[src/hdl/wss_pkg.sv]
package wss_pkg;

  localparam int SLOTS      = 16;
  localparam int SLOT_W     = $clog2(SLOTS);
  localparam int INFO_BITS  = 48;

  localparam int MODE_W     = 3;
  localparam int PORT_SLOT_W = 4;
  localparam int PORT_INFO_W = 48;
  localparam int RANGE_W    = $clog2(SLOTS) + 2;

  localparam int WEIGHT_W   = 11;
  localparam int CLIENT_W   = 16;
  localparam int MARGIN_W   = CLIENT_W + 1;

  localparam logic [WEIGHT_W-1:0] WEIGHT_MAX    = WEIGHT_W'(1024);
  localparam logic [WEIGHT_W-1:0] WEIGHT_HALF   = WEIGHT_W'(1024 / 2);
  localparam logic [WEIGHT_W-1:0] WEIGHT_MIN    = WEIGHT_W'(1);
  localparam logic [CLIENT_W-1:0] CLIENTS_MAX   = CLIENT_W'(65535);

  typedef enum logic [MODE_W-1:0] {
    MODE_CONNECT    = 3'd0,
    MODE_SUCCESS    = 3'd1,
    MODE_FAILURE    = 3'd2,
    MODE_UNCONNECT  = 3'd3,
    MODE_REGISTER   = 3'd4,
    MODE_UNREGISTER = 3'd5
  } mode_e;

  typedef enum logic [2:0] {
    ST_IDLE,
    ST_READ,
    ST_MODIFY,
    ST_SCAN,
    ST_SCAN_END,
    ST_CLAIM,
    ST_OUT
  } state_e;

  typedef enum logic {
    KIND_SELECT   = 1'b0,
    KIND_REGISTER = 1'b1
  } kind_e;

  typedef struct packed {
    logic [WEIGHT_W-1:0] weight;
    logic [CLIENT_W-1:0] clients;
  } stat_t;

  localparam stat_t STAT_RESET = '{weight: WEIGHT_MAX, clients: '0};

  typedef struct packed {
    logic              en;
    logic              first;
    logic              slot_valid;
    logic [SLOT_W-1:0] idx;
  } pick_ctl_t;

endpackage

[src/hdl/wss_ram.sv]
module wss_ram #(
  parameter int WIDTH = 8,
  parameter int DEPTH = 16
) (
  input  logic                     clk_i,
  input  logic                     we_i,
  input  logic [$clog2(DEPTH)-1:0] waddr_i,
  input  logic [WIDTH-1:0]         wdata_i,
  input  logic [$clog2(DEPTH)-1:0] raddr_i,
  output logic [WIDTH-1:0]         rdata_o
);

  logic [WIDTH-1:0] mem [DEPTH];

  always_ff @(posedge clk_i) begin
    if (we_i) begin
      mem[waddr_i] <= wdata_i;
    end
    rdata_o <= mem[raddr_i];
  end

endmodule

[src/hdl/wss_pick.sv]
module wss_pick import wss_pkg::*; (
  input  logic                 clk_i,
  input  pick_ctl_t            ctl_i,
  input  stat_t                stat_i,
  input  logic [INFO_BITS-1:0] info_i,
  output logic [SLOT_W-1:0]    best_idx_o,
  output logic [INFO_BITS-1:0] best_info_o
);

  logic signed [MARGIN_W-1:0] margin;
  logic signed [MARGIN_W-1:0] best_margin_q;
  logic                       better;

  assign margin = $signed(MARGIN_W'(stat_i.weight)) - $signed(MARGIN_W'(stat_i.clients));
  assign better = ctl_i.slot_valid && (margin > best_margin_q);

  // Slot 0 seeds the search with its margin floored at zero, so it is the fallback answer
  always_ff @(posedge clk_i) begin
    if (ctl_i.en) begin
      if (ctl_i.first) begin
        best_idx_o    <= ctl_i.idx;
        best_info_o   <= ctl_i.slot_valid ? info_i : '0;
        best_margin_q <= (ctl_i.slot_valid && margin > 0) ? margin : '0;
      end else if (better) begin
        best_idx_o    <= ctl_i.idx;
        best_info_o   <= info_i;
        best_margin_q <= margin;
      end
    end
  end

endmodule

[src/hdl/weighted_server_selector.sv]
// Channel  Handshake              Payload
// in       in_valid_i/in_ready_o  mode_i, slot_i, server_info_i
// out      out_valid_o/out_ready_i result_kind_o, result_slot_o, result_info_o, table_full_o
//
// One item at a time; in_ready_o is high only while the sequencer is idle.
// Connect visits one slot per cycle through the table RAM read port and the shared
// margin compare. A failure report on an in-range slot first does a read-modify-write.
// Register steps over the valid bits to the first free slot.
// Reset clears valid and written bits; unwritten stats read as weight 1024, 0 clients.
// A waiting result holds in the output register; the next item is taken meanwhile.
module weighted_server_selector import wss_pkg::*; (
  input  logic                   clk_i,
  input  logic                   rst_ni,
  input  logic                   in_valid_i,
  output logic                   in_ready_o,
  input  logic [MODE_W-1:0]      mode_i,
  input  logic [PORT_SLOT_W-1:0] slot_i,
  input  logic [PORT_INFO_W-1:0] server_info_i,
  output logic                   out_valid_o,
  input  logic                   out_ready_i,
  output logic                   result_kind_o,
  output logic [PORT_SLOT_W-1:0] result_slot_o,
  output logic [PORT_INFO_W-1:0] result_info_o,
  output logic                   table_full_o
);

  state_e state_q, state_d;
  mode_e  mode_q, mode_d;
  logic [PORT_SLOT_W-1:0] slot_q, slot_d;
  logic [INFO_BITS-1:0]   info_q, info_d;
  logic [SLOT_W-1:0]      cnt_q, cnt_d;
  logic [SLOTS-1:0]       valid_q, valid_d;
  logic [SLOTS-1:0]       written_q, written_d;
  pick_ctl_t              pick_ctl_q, pick_ctl_d;
  logic                   rd_written_q, rd_written_d;

  logic                   pend_kind_q, pend_kind_d;
  logic [SLOT_W-1:0]      pend_slot_q, pend_slot_d;
  logic [INFO_BITS-1:0]   pend_info_q, pend_info_d;
  logic                   pend_full_q, pend_full_d;

  logic                   out_valid_q, out_valid_d;
  logic                   out_kind_q, out_kind_d;
  logic [PORT_SLOT_W-1:0] out_slot_q, out_slot_d;
  logic [PORT_INFO_W-1:0] out_info_q, out_info_d;
  logic                   out_full_q, out_full_d;

  logic                 stat_we;
  stat_t                stat_wdata, stat_rdata, stat_eff;
  logic [SLOT_W-1:0]    stat_raddr;
  logic                 info_we;
  logic [INFO_BITS-1:0] info_rdata;
  logic [SLOT_W-1:0]    best_idx;
  logic [INFO_BITS-1:0] best_info;

  logic              in_range, in_range_q;
  logic [SLOT_W-1:0] in_idx, slot_idx;
  logic              cnt_last;

  assign in_range   = RANGE_W'(slot_i) < RANGE_W'(SLOTS);
  assign in_range_q = RANGE_W'(slot_q) < RANGE_W'(SLOTS);
  assign in_idx     = SLOT_W'(slot_i);
  assign slot_idx   = SLOT_W'(slot_q);
  assign cnt_last   = (cnt_q == SLOT_W'(SLOTS - 1));
  assign stat_eff   = rd_written_q ? stat_rdata : STAT_RESET;

  wss_ram #(.WIDTH($bits(stat_t)), .DEPTH(SLOTS)) u_stat_ram (
    .clk_i   (clk_i),
    .we_i    (stat_we),
    .waddr_i (slot_idx),
    .wdata_i (stat_wdata),
    .raddr_i (stat_raddr),
    .rdata_o (stat_rdata)
  );

  wss_ram #(.WIDTH(INFO_BITS), .DEPTH(SLOTS)) u_info_ram (
    .clk_i   (clk_i),
    .we_i    (info_we),
    .waddr_i (cnt_q),
    .wdata_i (info_q),
    .raddr_i (cnt_q),
    .rdata_o (info_rdata)
  );

  wss_pick u_pick (
    .clk_i       (clk_i),
    .ctl_i       (pick_ctl_q),
    .stat_i      (stat_eff),
    .info_i      (info_rdata),
    .best_idx_o  (best_idx),
    .best_info_o (best_info)
  );

  always_comb begin
    state_d     = state_q;
    mode_d      = mode_q;
    slot_d      = slot_q;
    info_d      = info_q;
    cnt_d       = cnt_q;
    valid_d     = valid_q;
    written_d   = written_q;
    pend_kind_d = pend_kind_q;
    pend_slot_d = pend_slot_q;
    pend_info_d = pend_info_q;
    pend_full_d = pend_full_q;
    out_valid_d = out_valid_q && !out_ready_i;
    out_kind_d  = out_kind_q;
    out_slot_d  = out_slot_q;
    out_info_d  = out_info_q;
    out_full_d  = out_full_q;
    in_ready_o  = 1'b0;
    stat_we     = 1'b0;
    stat_wdata  = stat_eff;
    stat_raddr  = cnt_q;
    info_we     = 1'b0;

    pick_ctl_d.en         = 1'b0;
    pick_ctl_d.first      = (cnt_q == '0);
    pick_ctl_d.slot_valid = valid_q[cnt_q];
    pick_ctl_d.idx        = cnt_q;

    unique case (state_q)
      ST_IDLE: begin
        in_ready_o = 1'b1;
        cnt_d      = '0;
        if (in_valid_i) begin
          mode_d = mode_e'(mode_i);
          slot_d = slot_i;
          info_d = INFO_BITS'(server_info_i);
          unique case (mode_e'(mode_i))
            MODE_CONNECT: state_d = ST_SCAN;
            MODE_SUCCESS, MODE_UNCONNECT: state_d = in_range ? ST_READ : ST_IDLE;
            MODE_FAILURE: state_d = in_range ? ST_READ : ST_SCAN;
            MODE_REGISTER: state_d = ST_CLAIM;
            MODE_UNREGISTER: begin
              // Dropping the written bit restores the reset weight and count
              if (in_range) begin
                valid_d[in_idx]   = 1'b0;
                written_d[in_idx] = 1'b0;
              end
            end
            default: state_d = ST_IDLE;
          endcase
        end
      end

      ST_READ: begin
        stat_raddr = slot_idx;
        state_d    = ST_MODIFY;
      end

      ST_MODIFY: begin
        stat_we             = in_range_q;
        written_d[slot_idx] = 1'b1;
        unique case (mode_q)
          MODE_SUCCESS: begin
            if (stat_eff.weight <= WEIGHT_HALF) begin
              stat_wdata.weight = {stat_eff.weight[WEIGHT_W-2:0], 1'b0};
            end
            if (stat_eff.clients != CLIENTS_MAX) begin
              stat_wdata.clients = stat_eff.clients + CLIENT_W'(1);
            end
          end
          MODE_FAILURE: begin
            if (stat_eff.weight > WEIGHT_MIN) begin
              stat_wdata.weight = stat_eff.weight >> 1;
            end
          end
          MODE_UNCONNECT: begin
            if (stat_eff.clients != '0) begin
              stat_wdata.clients = stat_eff.clients - CLIENT_W'(1);
            end
          end
          default: stat_wdata = stat_eff;
        endcase
        state_d = (mode_q == MODE_FAILURE) ? ST_SCAN : ST_IDLE;
      end

      ST_SCAN: begin
        pick_ctl_d.en = 1'b1;
        if (cnt_last) begin
          state_d = ST_SCAN_END;
        end else begin
          cnt_d = cnt_q + SLOT_W'(1);
        end
      end

      ST_SCAN_END: begin
        // Last compare lands at this edge; the answer is taken from the pick unit
        pend_kind_d = KIND_SELECT;
        pend_full_d = 1'b0;
        state_d     = ST_OUT;
      end

      ST_CLAIM: begin
        if (!valid_q[cnt_q]) begin
          info_we        = 1'b1;
          valid_d[cnt_q] = 1'b1;
          pend_kind_d    = KIND_REGISTER;
          pend_slot_d    = cnt_q;
          pend_info_d    = info_q;
          pend_full_d    = 1'b0;
          state_d        = ST_OUT;
        end else if (cnt_last) begin
          pend_kind_d = KIND_REGISTER;
          pend_slot_d = '0;
          pend_info_d = '0;
          pend_full_d = 1'b1;
          state_d     = ST_OUT;
        end else begin
          cnt_d = cnt_q + SLOT_W'(1);
        end
      end

      ST_OUT: begin
        if (!out_valid_q || out_ready_i) begin
          out_valid_d = 1'b1;
          out_kind_d  = pend_kind_q;
          out_full_d  = pend_full_q;
          if (pend_kind_q == KIND_SELECT) begin
            out_slot_d = PORT_SLOT_W'(best_idx);
            out_info_d = PORT_INFO_W'(best_info);
          end else begin
            out_slot_d = PORT_SLOT_W'(pend_slot_q);
            out_info_d = PORT_INFO_W'(pend_info_q);
          end
          state_d = ST_IDLE;
        end
      end

      default: state_d = ST_IDLE;
    endcase

    rd_written_d = written_q[stat_raddr];
  end

  always_ff @(posedge clk_i or negedge rst_ni) begin
    if (!rst_ni) begin
      state_q     <= ST_IDLE;
      cnt_q       <= '0;
      valid_q     <= '0;
      written_q   <= '0;
      pick_ctl_q  <= '0;
      out_valid_q <= 1'b0;
    end else begin
      state_q     <= state_d;
      cnt_q       <= cnt_d;
      valid_q     <= valid_d;
      written_q   <= written_d;
      pick_ctl_q  <= pick_ctl_d;
      out_valid_q <= out_valid_d;
    end
  end

  always_ff @(posedge clk_i) begin
    mode_q       <= mode_d;
    slot_q       <= slot_d;
    info_q       <= info_d;
    rd_written_q <= rd_written_d;
    pend_kind_q  <= pend_kind_d;
    pend_slot_q  <= pend_slot_d;
    pend_info_q  <= pend_info_d;
    pend_full_q  <= pend_full_d;
    out_kind_q   <= out_kind_d;
    out_slot_q   <= out_slot_d;
    out_info_q   <= out_info_d;
    out_full_q   <= out_full_d;
  end

  assign out_valid_o   = out_valid_q;
  assign result_kind_o = out_kind_q;
  assign result_slot_o = out_slot_q;
  assign result_info_o = out_info_q;
  assign table_full_o  = out_full_q;

`ifndef ASSERT_OFF
  a_weight_bounds: assert property (@(posedge clk_i) disable iff (!rst_ni)
    stat_we |-> (stat_wdata.weight != '0 && stat_wdata.weight <= WEIGHT_MAX))
    else $error("weight written outside its bounds");

  a_claim_marks_valid: assert property (@(posedge clk_i) disable iff (!rst_ni)
    (state_q == ST_CLAIM && !valid_q[cnt_q]) |=> valid_q[$past(cnt_q)])
    else $error("claimed slot not marked valid");

  a_idle_no_scan: assert property (@(posedge clk_i) disable iff (!rst_ni)
    in_ready_o |-> !pick_ctl_q.en)
    else $error("compare still in flight while idle");

  a_out_load: assert property (@(posedge clk_i) disable iff (!rst_ni)
    (state_q == ST_OUT && (!out_valid_q || out_ready_i)) |=> out_valid_q)
    else $error("result not loaded into output register");
`endif

endmodule
[config.mk]
export PLATFORM = sky130hd
export DESIGN_NAME = weighted_server_selector
export DESIGN_NICKNAME = d
export VERILOG_FILES = /design/src/hdl/wss_pkg.sv /design/src/hdl/wss_ram.sv /design/src/hdl/wss_pick.sv /design/src/hdl/weighted_server_selector.sv
export SDC_FILE = /design/constraint.sdc
export NUM_CORES = 2
export LEC_CHECK = 0
export BUFFER_PORTS_ARGS = -buffer_cell sky130_fd_sc_hd__buf_2
export CORE_UTILIZATION = 56
export DETAILED_ROUTE_END_ITERATION = 10
export PLACE_DENSITY_LB_ADDON = 0.2
export SYNTH_ARGS = -nofsm -noshare
export SYNTH_HDL_FRONTEND = slang
export SYNTH_SLANG_ARGS = --single-unit
[constraint.sdc]
create_clock -name clk_i -period 7.7 [get_ports clk_i]
set_input_delay 1.925 -clock clk_i [delete_from_list [all_inputs] [get_ports clk_i]]
set_output_delay 1.925 -clock clk_i [all_outputs]
set_load 0.1 [all_outputs]
### Word-level counts from Yosys, hierarchy flattened

Memory sizes are Yosys's and may differ from the RTL's. A register that Yosys moved wholly into a read port is not among the register bits.
Index checks and enable logic that the tools add are counted.

| cells by class | value |
|---|---|
| eq/ne operators | 25 |
| multiplexer cells | 67 |
| reductions and logical operators | 28 |
| magnitude comparators | 11 |
| bitwise logic cells | 5 |
| $add $sub $neg | 4 |

Operator list:

| cell | number |
|---|---|
| $mux W48 | 6 |
| $mux W16 | 7 |
| $pmux W16 S2 | 3 |
| $mux W27 | 2 |
| $mux W17 | 3 |
| $and A16 B16 Y16 | 2 |
| $mux W4 | 8 |
| $or A16 B16 Y16 | 2 |
| $mux W11 | 2 |
| $pmux W11 S2 | 1 |
| $pmux W3 S7 | 1 |
| $lt A4 B5 Y1 const B | 4 |
| $mux W1 | 19 |
| $eq A3 B2 Y1 const B | 6 |
| $gt A17 B1 Y1 const B | 1 |
| $gt A17 B17 Y1 | 1 |
| $sub A11 B16 Y17 | 1 |
| $add A16 B1 Y16 const B | 1 |
| $ne A16 B16 Y1 const B | 1 |
| $not A16 Y16 | 1 |
| $reduce_bool A16 Y1 | 1 |
| $sub A16 B1 Y16 const B | 1 |
| $eq A3 B3 Y1 const B | 5 |
| $mux W3 | 5 |
| 27 further kinds | 56 |

| word-level totals | value |
|---|---|
| register bits | 280 |
| input port bits | 59 |
| word-level logic and storage cells | 166 |
| memories kept | 2 |
| bits in writable memories | 1200 |
| output and inout bits | 56 |

Memories:

| name | words | bits a word | read ports | clocked after memory_dff | wr ports | RTL line | source |
|---|---|---|---|---|---|---|---|
| u_info_ram.mem | 16 | 48 | 1 | 1 | 1 | wss_ram.sv:13 | `logic [WIDTH-1:0] mem [DEPTH];` |
| u_stat_ram.mem | 16 | 27 | 1 | 1 | 1 | wss_ram.sv:13 |  |

### Logic depth before layout (Yosys ltp)

| logic depth | value |
|---|---|
| depth after elaboration | 9 |
| depth in mapped cells | 22 |
| depth with buffers taken out | 17 |

### Cells and area by module

A second synthesis with hierarchy kept.

| second synthesis, totals | value |
|---|---|
| cells, all modules | 3091 |
| area, all modules | 60431.7 sq um |

By module, submodules not included:

| module | times used | sequential area each (sq um) | cells an instance | area an instance (sq um) |
|---|---|---|---|---|
| wss_ram at u_info_ram | 1 | 24023.0 | 1242 | 29691.0 |
| wss_ram at u_stat_ram | 1 | 13513.0 | 710 | 16892.5 |
| weighted_server_selector | 1 | 6090.8 | 801 | 10034.6 |
| wss_pick | 1 | 2072.0 | 338 | 3813.7 |

### Worst setup path before layout

No wires, ideal clock.

| path | value |
|---|---|
| kind | reg2reg |
| start point | register rd_written_q |
| end point | register u_pick.best_idx_o[0], enable pin |
| data arrival time | 7593 ps |
| cell stages (with the launch flop) | 23 |
| period minus slack after synthesis | 8130 ps |
| required time | 7163 ps |
| library setup time | 537 ps |
| slack | -430 ps |
| path buffers | 5 |
| cells stage by stage | dfxtp_1 clkbuf_8 buf_2 clkbuf_1 clkbuf_1 buf_1 nand2_1 inv_1 ha_1 fa_1 nor2b_1 a211o_1 a32oi_1 o21ai_0 a2111o_1 nand3_1 ha_1 a21o_1 a21o_1 a21oi_1 a21oi_1 o21ai_0 a31oi_1 |

| between the ends | value |
|---|---|
| cells in the longest elaborated chain, start to end | 6 |

Ends and longest elaborated chain:

| item | RTL line | source |
|---|---|---|
| start, declared | weighted_server_selector.sv:35 | `logic rd_written_q, rd_written_d;` |
| start signal, assigned | weighted_server_selector.sv:259 | `rd_written_q <= rd_written_d;` |
| $mux W27 | weighted_server_selector.sv:65 | `assign stat_eff = rd_written_q ? stat_rdata : STAT_RESET;` |
| $sub A11 B16 Y17 | wss_pick.sv:14 | `assign margin = $signed(MARGIN_W'(stat_i.weight)) - $signed(MARGIN_W'(stat_i.clients));` |
| $gt A17 B17 Y1 | wss_pick.sv:15 | `assign better = ctl_i.slot_valid && (margin > best_margin_q);` |
| $logic_and A1 B1 Y1 | wss_pick.sv:15 |  |
| $reduce_bool A2 Y1 (no line) | -- |  |
| $reduce_and A2 Y1 (no line) | -- |  |
| end signal, assigned | wss_pick.sv:21 | `best_idx_o <= ctl_i.idx;` |
| end signal, assigned | wss_pick.sv:25 | `best_idx_o <= ctl_i.idx;` |
| end, declared | wss_pick.sv:6 | `output logic [SLOT_W-1:0] best_idx_o,` |

Every way passes these cells.
A chain may end at the register's enable or synchronous reset.

### Final worst setup path

| path | value |
|---|---|
| start point | register rd_written_q |
| end point | register u_pick.best_info_o[32], enable pin |

| between the ends | value |
|---|---|
| cells in the longest elaborated chain, start to end | 6 |

Ends and longest elaborated chain:

| item | RTL line | source |
|---|---|---|
| $mux W27 | weighted_server_selector.sv:65 |  |
| $sub A11 B16 Y17 | wss_pick.sv:14 |  |
| $gt A17 B17 Y1 | wss_pick.sv:15 |  |
| $logic_and A1 B1 Y1 | wss_pick.sv:15 |  |
| $reduce_bool A2 Y1 (no line) | -- |  |
| $reduce_and A2 Y1 (no line) | -- |  |
| end signal, assigned | wss_pick.sv:22 | `best_info_o <= ctl_i.slot_valid ? info_i : '0;` |
| end signal, assigned | wss_pick.sv:26 | `best_info_o <= info_i;` |
| end, declared | wss_pick.sv:7 | `output logic [INFO_BITS-1:0] best_info_o` |

Every way passes these cells.

==> impl_metrics.csv <==
group,metric,value,unit
run_status,run_status,"finished, final reports clean",
global_route,grt_start_max_net_pins,105,
sta,final-hold-violation-count,0,
setup_path,timing.critical_path.to_type,"flop",
synth,synth_top_cell_area_share,70.9,%
cts,cts.reportedPaths.clkPinSlew,0.06,ns
synth,yosys.area_share.adder,0.689,%
place,detailedPlace.worstSlack,2.46,ns
cts,cts_max_level,4,
cts,cts_post_setup_buffers_inserted,0,
final_layout,drive_above_1_share,20.2,%
synth,syn-instance-count,3462,
synth,synth_top_family_by_area,"multiplexers",
setup_path,critical_path_depth,16,
synth,synth_fp_nets,3553,
hold_path,worst_hold_startpoint,"pick_ctl_q[1]$_DFF_PN0_",
final_layout,area_growth_syn_to_layout,12.1,%
floorplan,start_util,56.6,%
setup_path,rrSetupSlack,2.39,ns
synth,post_synth_main_area_contributors,"edfxtp_1 (71%), mux4_2 (9.1%), nand2_1 (3.0%)",
floorplan,top_level_ports,115,
setup_path,cp.buffers_inverters,1,
synth,ys_async_sr_fraction,3.02,%
setup_path,reg_to_reg_end,"u_pick.best_info_o[32]$_DFFE_PP_",
synth,synthesis.yosys.warnings,0,
synth,yosysSeqAreaShare,75.3,%
sta,layout_min_cycle_time,5.31,ns
sta,max-slew-margin-rel,6.86,%
power_and_ir_drop,pleak,22.6,nW
synth,synth_top_flop_cell,"edfxtp_1",
synth,synth-compound-area-share,3.14,%
sta,setup_slack,2.39,ns
sta,period_share,69.0,%
setup_path,start_kind,"flop",
place,detailedPlacementHpwl,77.5,mm
setup_path,required,8.13,ns
job,max_cap_viol_count,0,
power_and_ir_drop,power-per-cell-area,363,nW/um^2
sta,unrepaired_setup_endpoints_after_global_routing,"false",
route,post-route-drc-count,0,
route,avgRoutedWirePerCell,27.5,um
hold_path,hold_depth,0,
final_layout,fin_nets,3709,
sta,clock.fmax,0.188,GHz
cts,hold_buffers,0,
route,drt_first_pass_iters,5,
place,post-place-cells,4865,
sta,finalSetupViolations,0,
sta,final-max-slew-violation-count,0,
floorplan,die_height,331,um
route,route.antenna.remaining_nets,0,
place,gp_congestion,0.945,
setup_path,rr_startpoint,"rd_written_q$_DFF_P_",
synth,ys_seq_elements,1555,
sta,whs,0.417,ns
final_layout,finish.instance_area,68000,um^2
route,wl,142,mm
cts,clock_sink_count,1555,
route,route.vias.total,32100,
synth,synth-xor-area-share,0.217,%
cts,cts_root_buffer,"clkbuf_16",
place,placed_cell_area,63100,um^2
final_layout,final_util,63.5,%
cts,tritoncts,"done",
setup_path,critPathMaxFanout,69,
floorplan,floorplan.die_area,110000,um^2
setup_path,timing.critical_path.slowest_stage_cell,"dfxtp_2",
synth,mappedNetlistArea,60700,um^2
global_route,grt_first_pass_wirelength,209,mm
cts,cts_buffers,154,
synth,synth_simple_gate_area_share,7.42,%
route,route.detailed.vias_per_inst,6.23,
setup_path,cp_top_family,"compound AO/OA/AOI/OAI gates",
global_route,first_global_vias,32300,
sta,max_slew.worst_pin.slew,1.40,ns
cts,clkLatencyLatePin,0.77,ns
synth,synth_area_per_cell,17.5,um^2
global_route,overall_routing_resource_usage,26.4,%
hold_path,min_path_type,"flop to flop",
sta,final.setup_skew,0.0335,ns
setup_path,worstSetupPathType,"flop to flop",
hold_path,min_delay_worst_endpoint,"u_pick.best_idx_o[1]$_DFFE_PP_",
place,place.port_buffers,114,
power_and_ir_drop,total_power,24.7,mW
setup_path,crit_path_cell_trace,"nand2_1 -> ha_1 -> nor2b_1 -> a211o_1 -> a32oi_1 -> o21ai_0 -> a2111o_1 -> nand3_1 -> ha_1 -> a21o_1 -> a21o_1 -> a21oi_1 -> nand2_1 -> o21ai_0 -> a31oi_4 -> buf_12",
floorplan,core_region_area,107000,um^2
global_route,number_of_antenna_violations_at_the_first_check_in_global_routing,5,
synth,synth_top_area_cell,"edfxtp_1",
power_and_ir_drop,ir_worst_vdd,0.270,mV
synth,number_of_flops_mapped_to_enable_cells_by_yosys,1432,
cts,cts.path.max_buffers,3,
synth,ys_types,75,
final_layout,post_route_non_filler_standard_cell_count,5155,
floorplan,die_width,331,um
cts,post_cts_resize_count,0,
global_route,grt-ovfl-total,0,
floorplan,count_of_standard_cell_rows,120,
synth,synthMuxAreaShare,11.7,%
setup_path,reg2regPathDepth,16,
setup_path,cpPeakStageDelay,0.78,ns
setup_path,worstPathArrival,5.75,ns
sta,totalNegativeSetupSlack,0,ns
route,initialDrtViolationCount,3274,
-- cell families (layout without fill, tap and decap cells) --
group | count (synthesis) | after routing
flops | 1555 | 1555
xor+xnor | 15 | 15
other cells | 0 | 4
simple gates | 976 | 976
fa+ha+maj | 33 | 33
buf+inv | 224 | 510
compound gates | 264 | 264
mux | 395 | 395
-- metal layers --
| layer | share of wire [%] | GRT usage [%] | up-vias |
|---|---|---|---|
| li1 | - | - | 13900 |
| met1 | 42 | 37.2 | 16800 |
| met2 | 49 | 43.0 | 1286 |
| met3 | 6.7 | 4.16 | 206 |
| met4 | 2.1 | 7.67 | 2 |
| met5 | 0.0099 | 0 | - |
-- worst max path at each step --
stage | start | endpoint | slack, ns
after CTS | rd_written_q$_DFF_P_ | u_pick.best_info_o[33]$_DFFE_PP_ | 2.41
after floorplan | rd_written_q$_DFF_P_ | u_pick.best_idx_o[0]$_DFFE_PP_ | 0.99
after detailed placement | rd_written_q$_DFF_P_ | u_pick.best_info_o[20]$_DFFE_PP_ | 2.46
after global routing | rd_written_q$_DFF_P_ | u_pick.best_info_o[33]$_DFFE_PP_ | 2.06
after global placement | rd_written_q$_DFF_P_ | u_pick.best_info_o[20]$_DFFE_PP_ | 2.46
final | rd_written_q$_DFF_P_ | u_pick.best_info_o[32]$_DFFE_PP_ | 2.39
-- flip-flops by register name, indices dropped and copies added, names as in the netlist, 3 cells and up --
register	count
u_info_ram.mem	768
u_stat_ram.mem	432
info_q	48
pend_info_q	48
result_info_o	48
u_info_ram.rdata_o	48
u_pick.best_info_o	48
u_stat_ram.rdata_o	27
u_pick.best_margin_q	17
valid_q	16
written_q	16
pick_ctl_q	7
cnt_q	4
pend_slot_q	4
result_slot_o	4
slot_idx	4
u_pick.best_idx_o	4
mode_q	3
state_q	3
-- synthesized netlist by cell type, types with 19 or more instances --
cell and instances:
edfxtp_1 1432, nand2_1 483, mux4_2 244, nand3_1 208, clkbuf_1 110, mux2i_1 94
dfxtp_1 76, nor2b_1 71, nor2_1 62, and2_1 61, mux2_2 56, dfrtp_1 47
inv_1 43, a21oi_1 39, buf_2 39, o21ai_0 38, o221ai_1 32, a32oi_1 31
ha_1 31, a21o_1 23, buf_1 23, nor3_1 23, o21a_1 19
-- layout by cell type, fill, tap and decap left out, types with 46 or more instances in the layout --
cell and instances:
clkbuf_16 157, and2_1 60, mux4_2 244, nor2b_1 71
mux2_2 56, buf_2 114, mux2i_1 92, edfxtp_1 1432
nand3_1 208, nand2_1 481, buf_4 61, dfxtp_1 75
clkbuf_1 46
-- layout make-up --
class	instances	area, um^2
Timing Repair Buffer	179	1110
Tap cell	1403	1760
Fill cell	7382	39200
Multi-Input combinational cell	1683	14400
Antenna cell	4	10.0
Clock inverter	70	636
Clock buffer	216	4280
Inverter	45	169
Sequential cell	1555	45700
-- report_power, final --
group / internal, mW / switching (mW) / leakage, nW
registers: 10.5 / 0.632 / 14.2
clock network: 4.14 / 3.11 / 2.39
logic: 2.31 / 3.98 / 6.01
total: 17.0 / 7.72 / 22.6
Note: power is estimated with default switching activity, not from simulation.
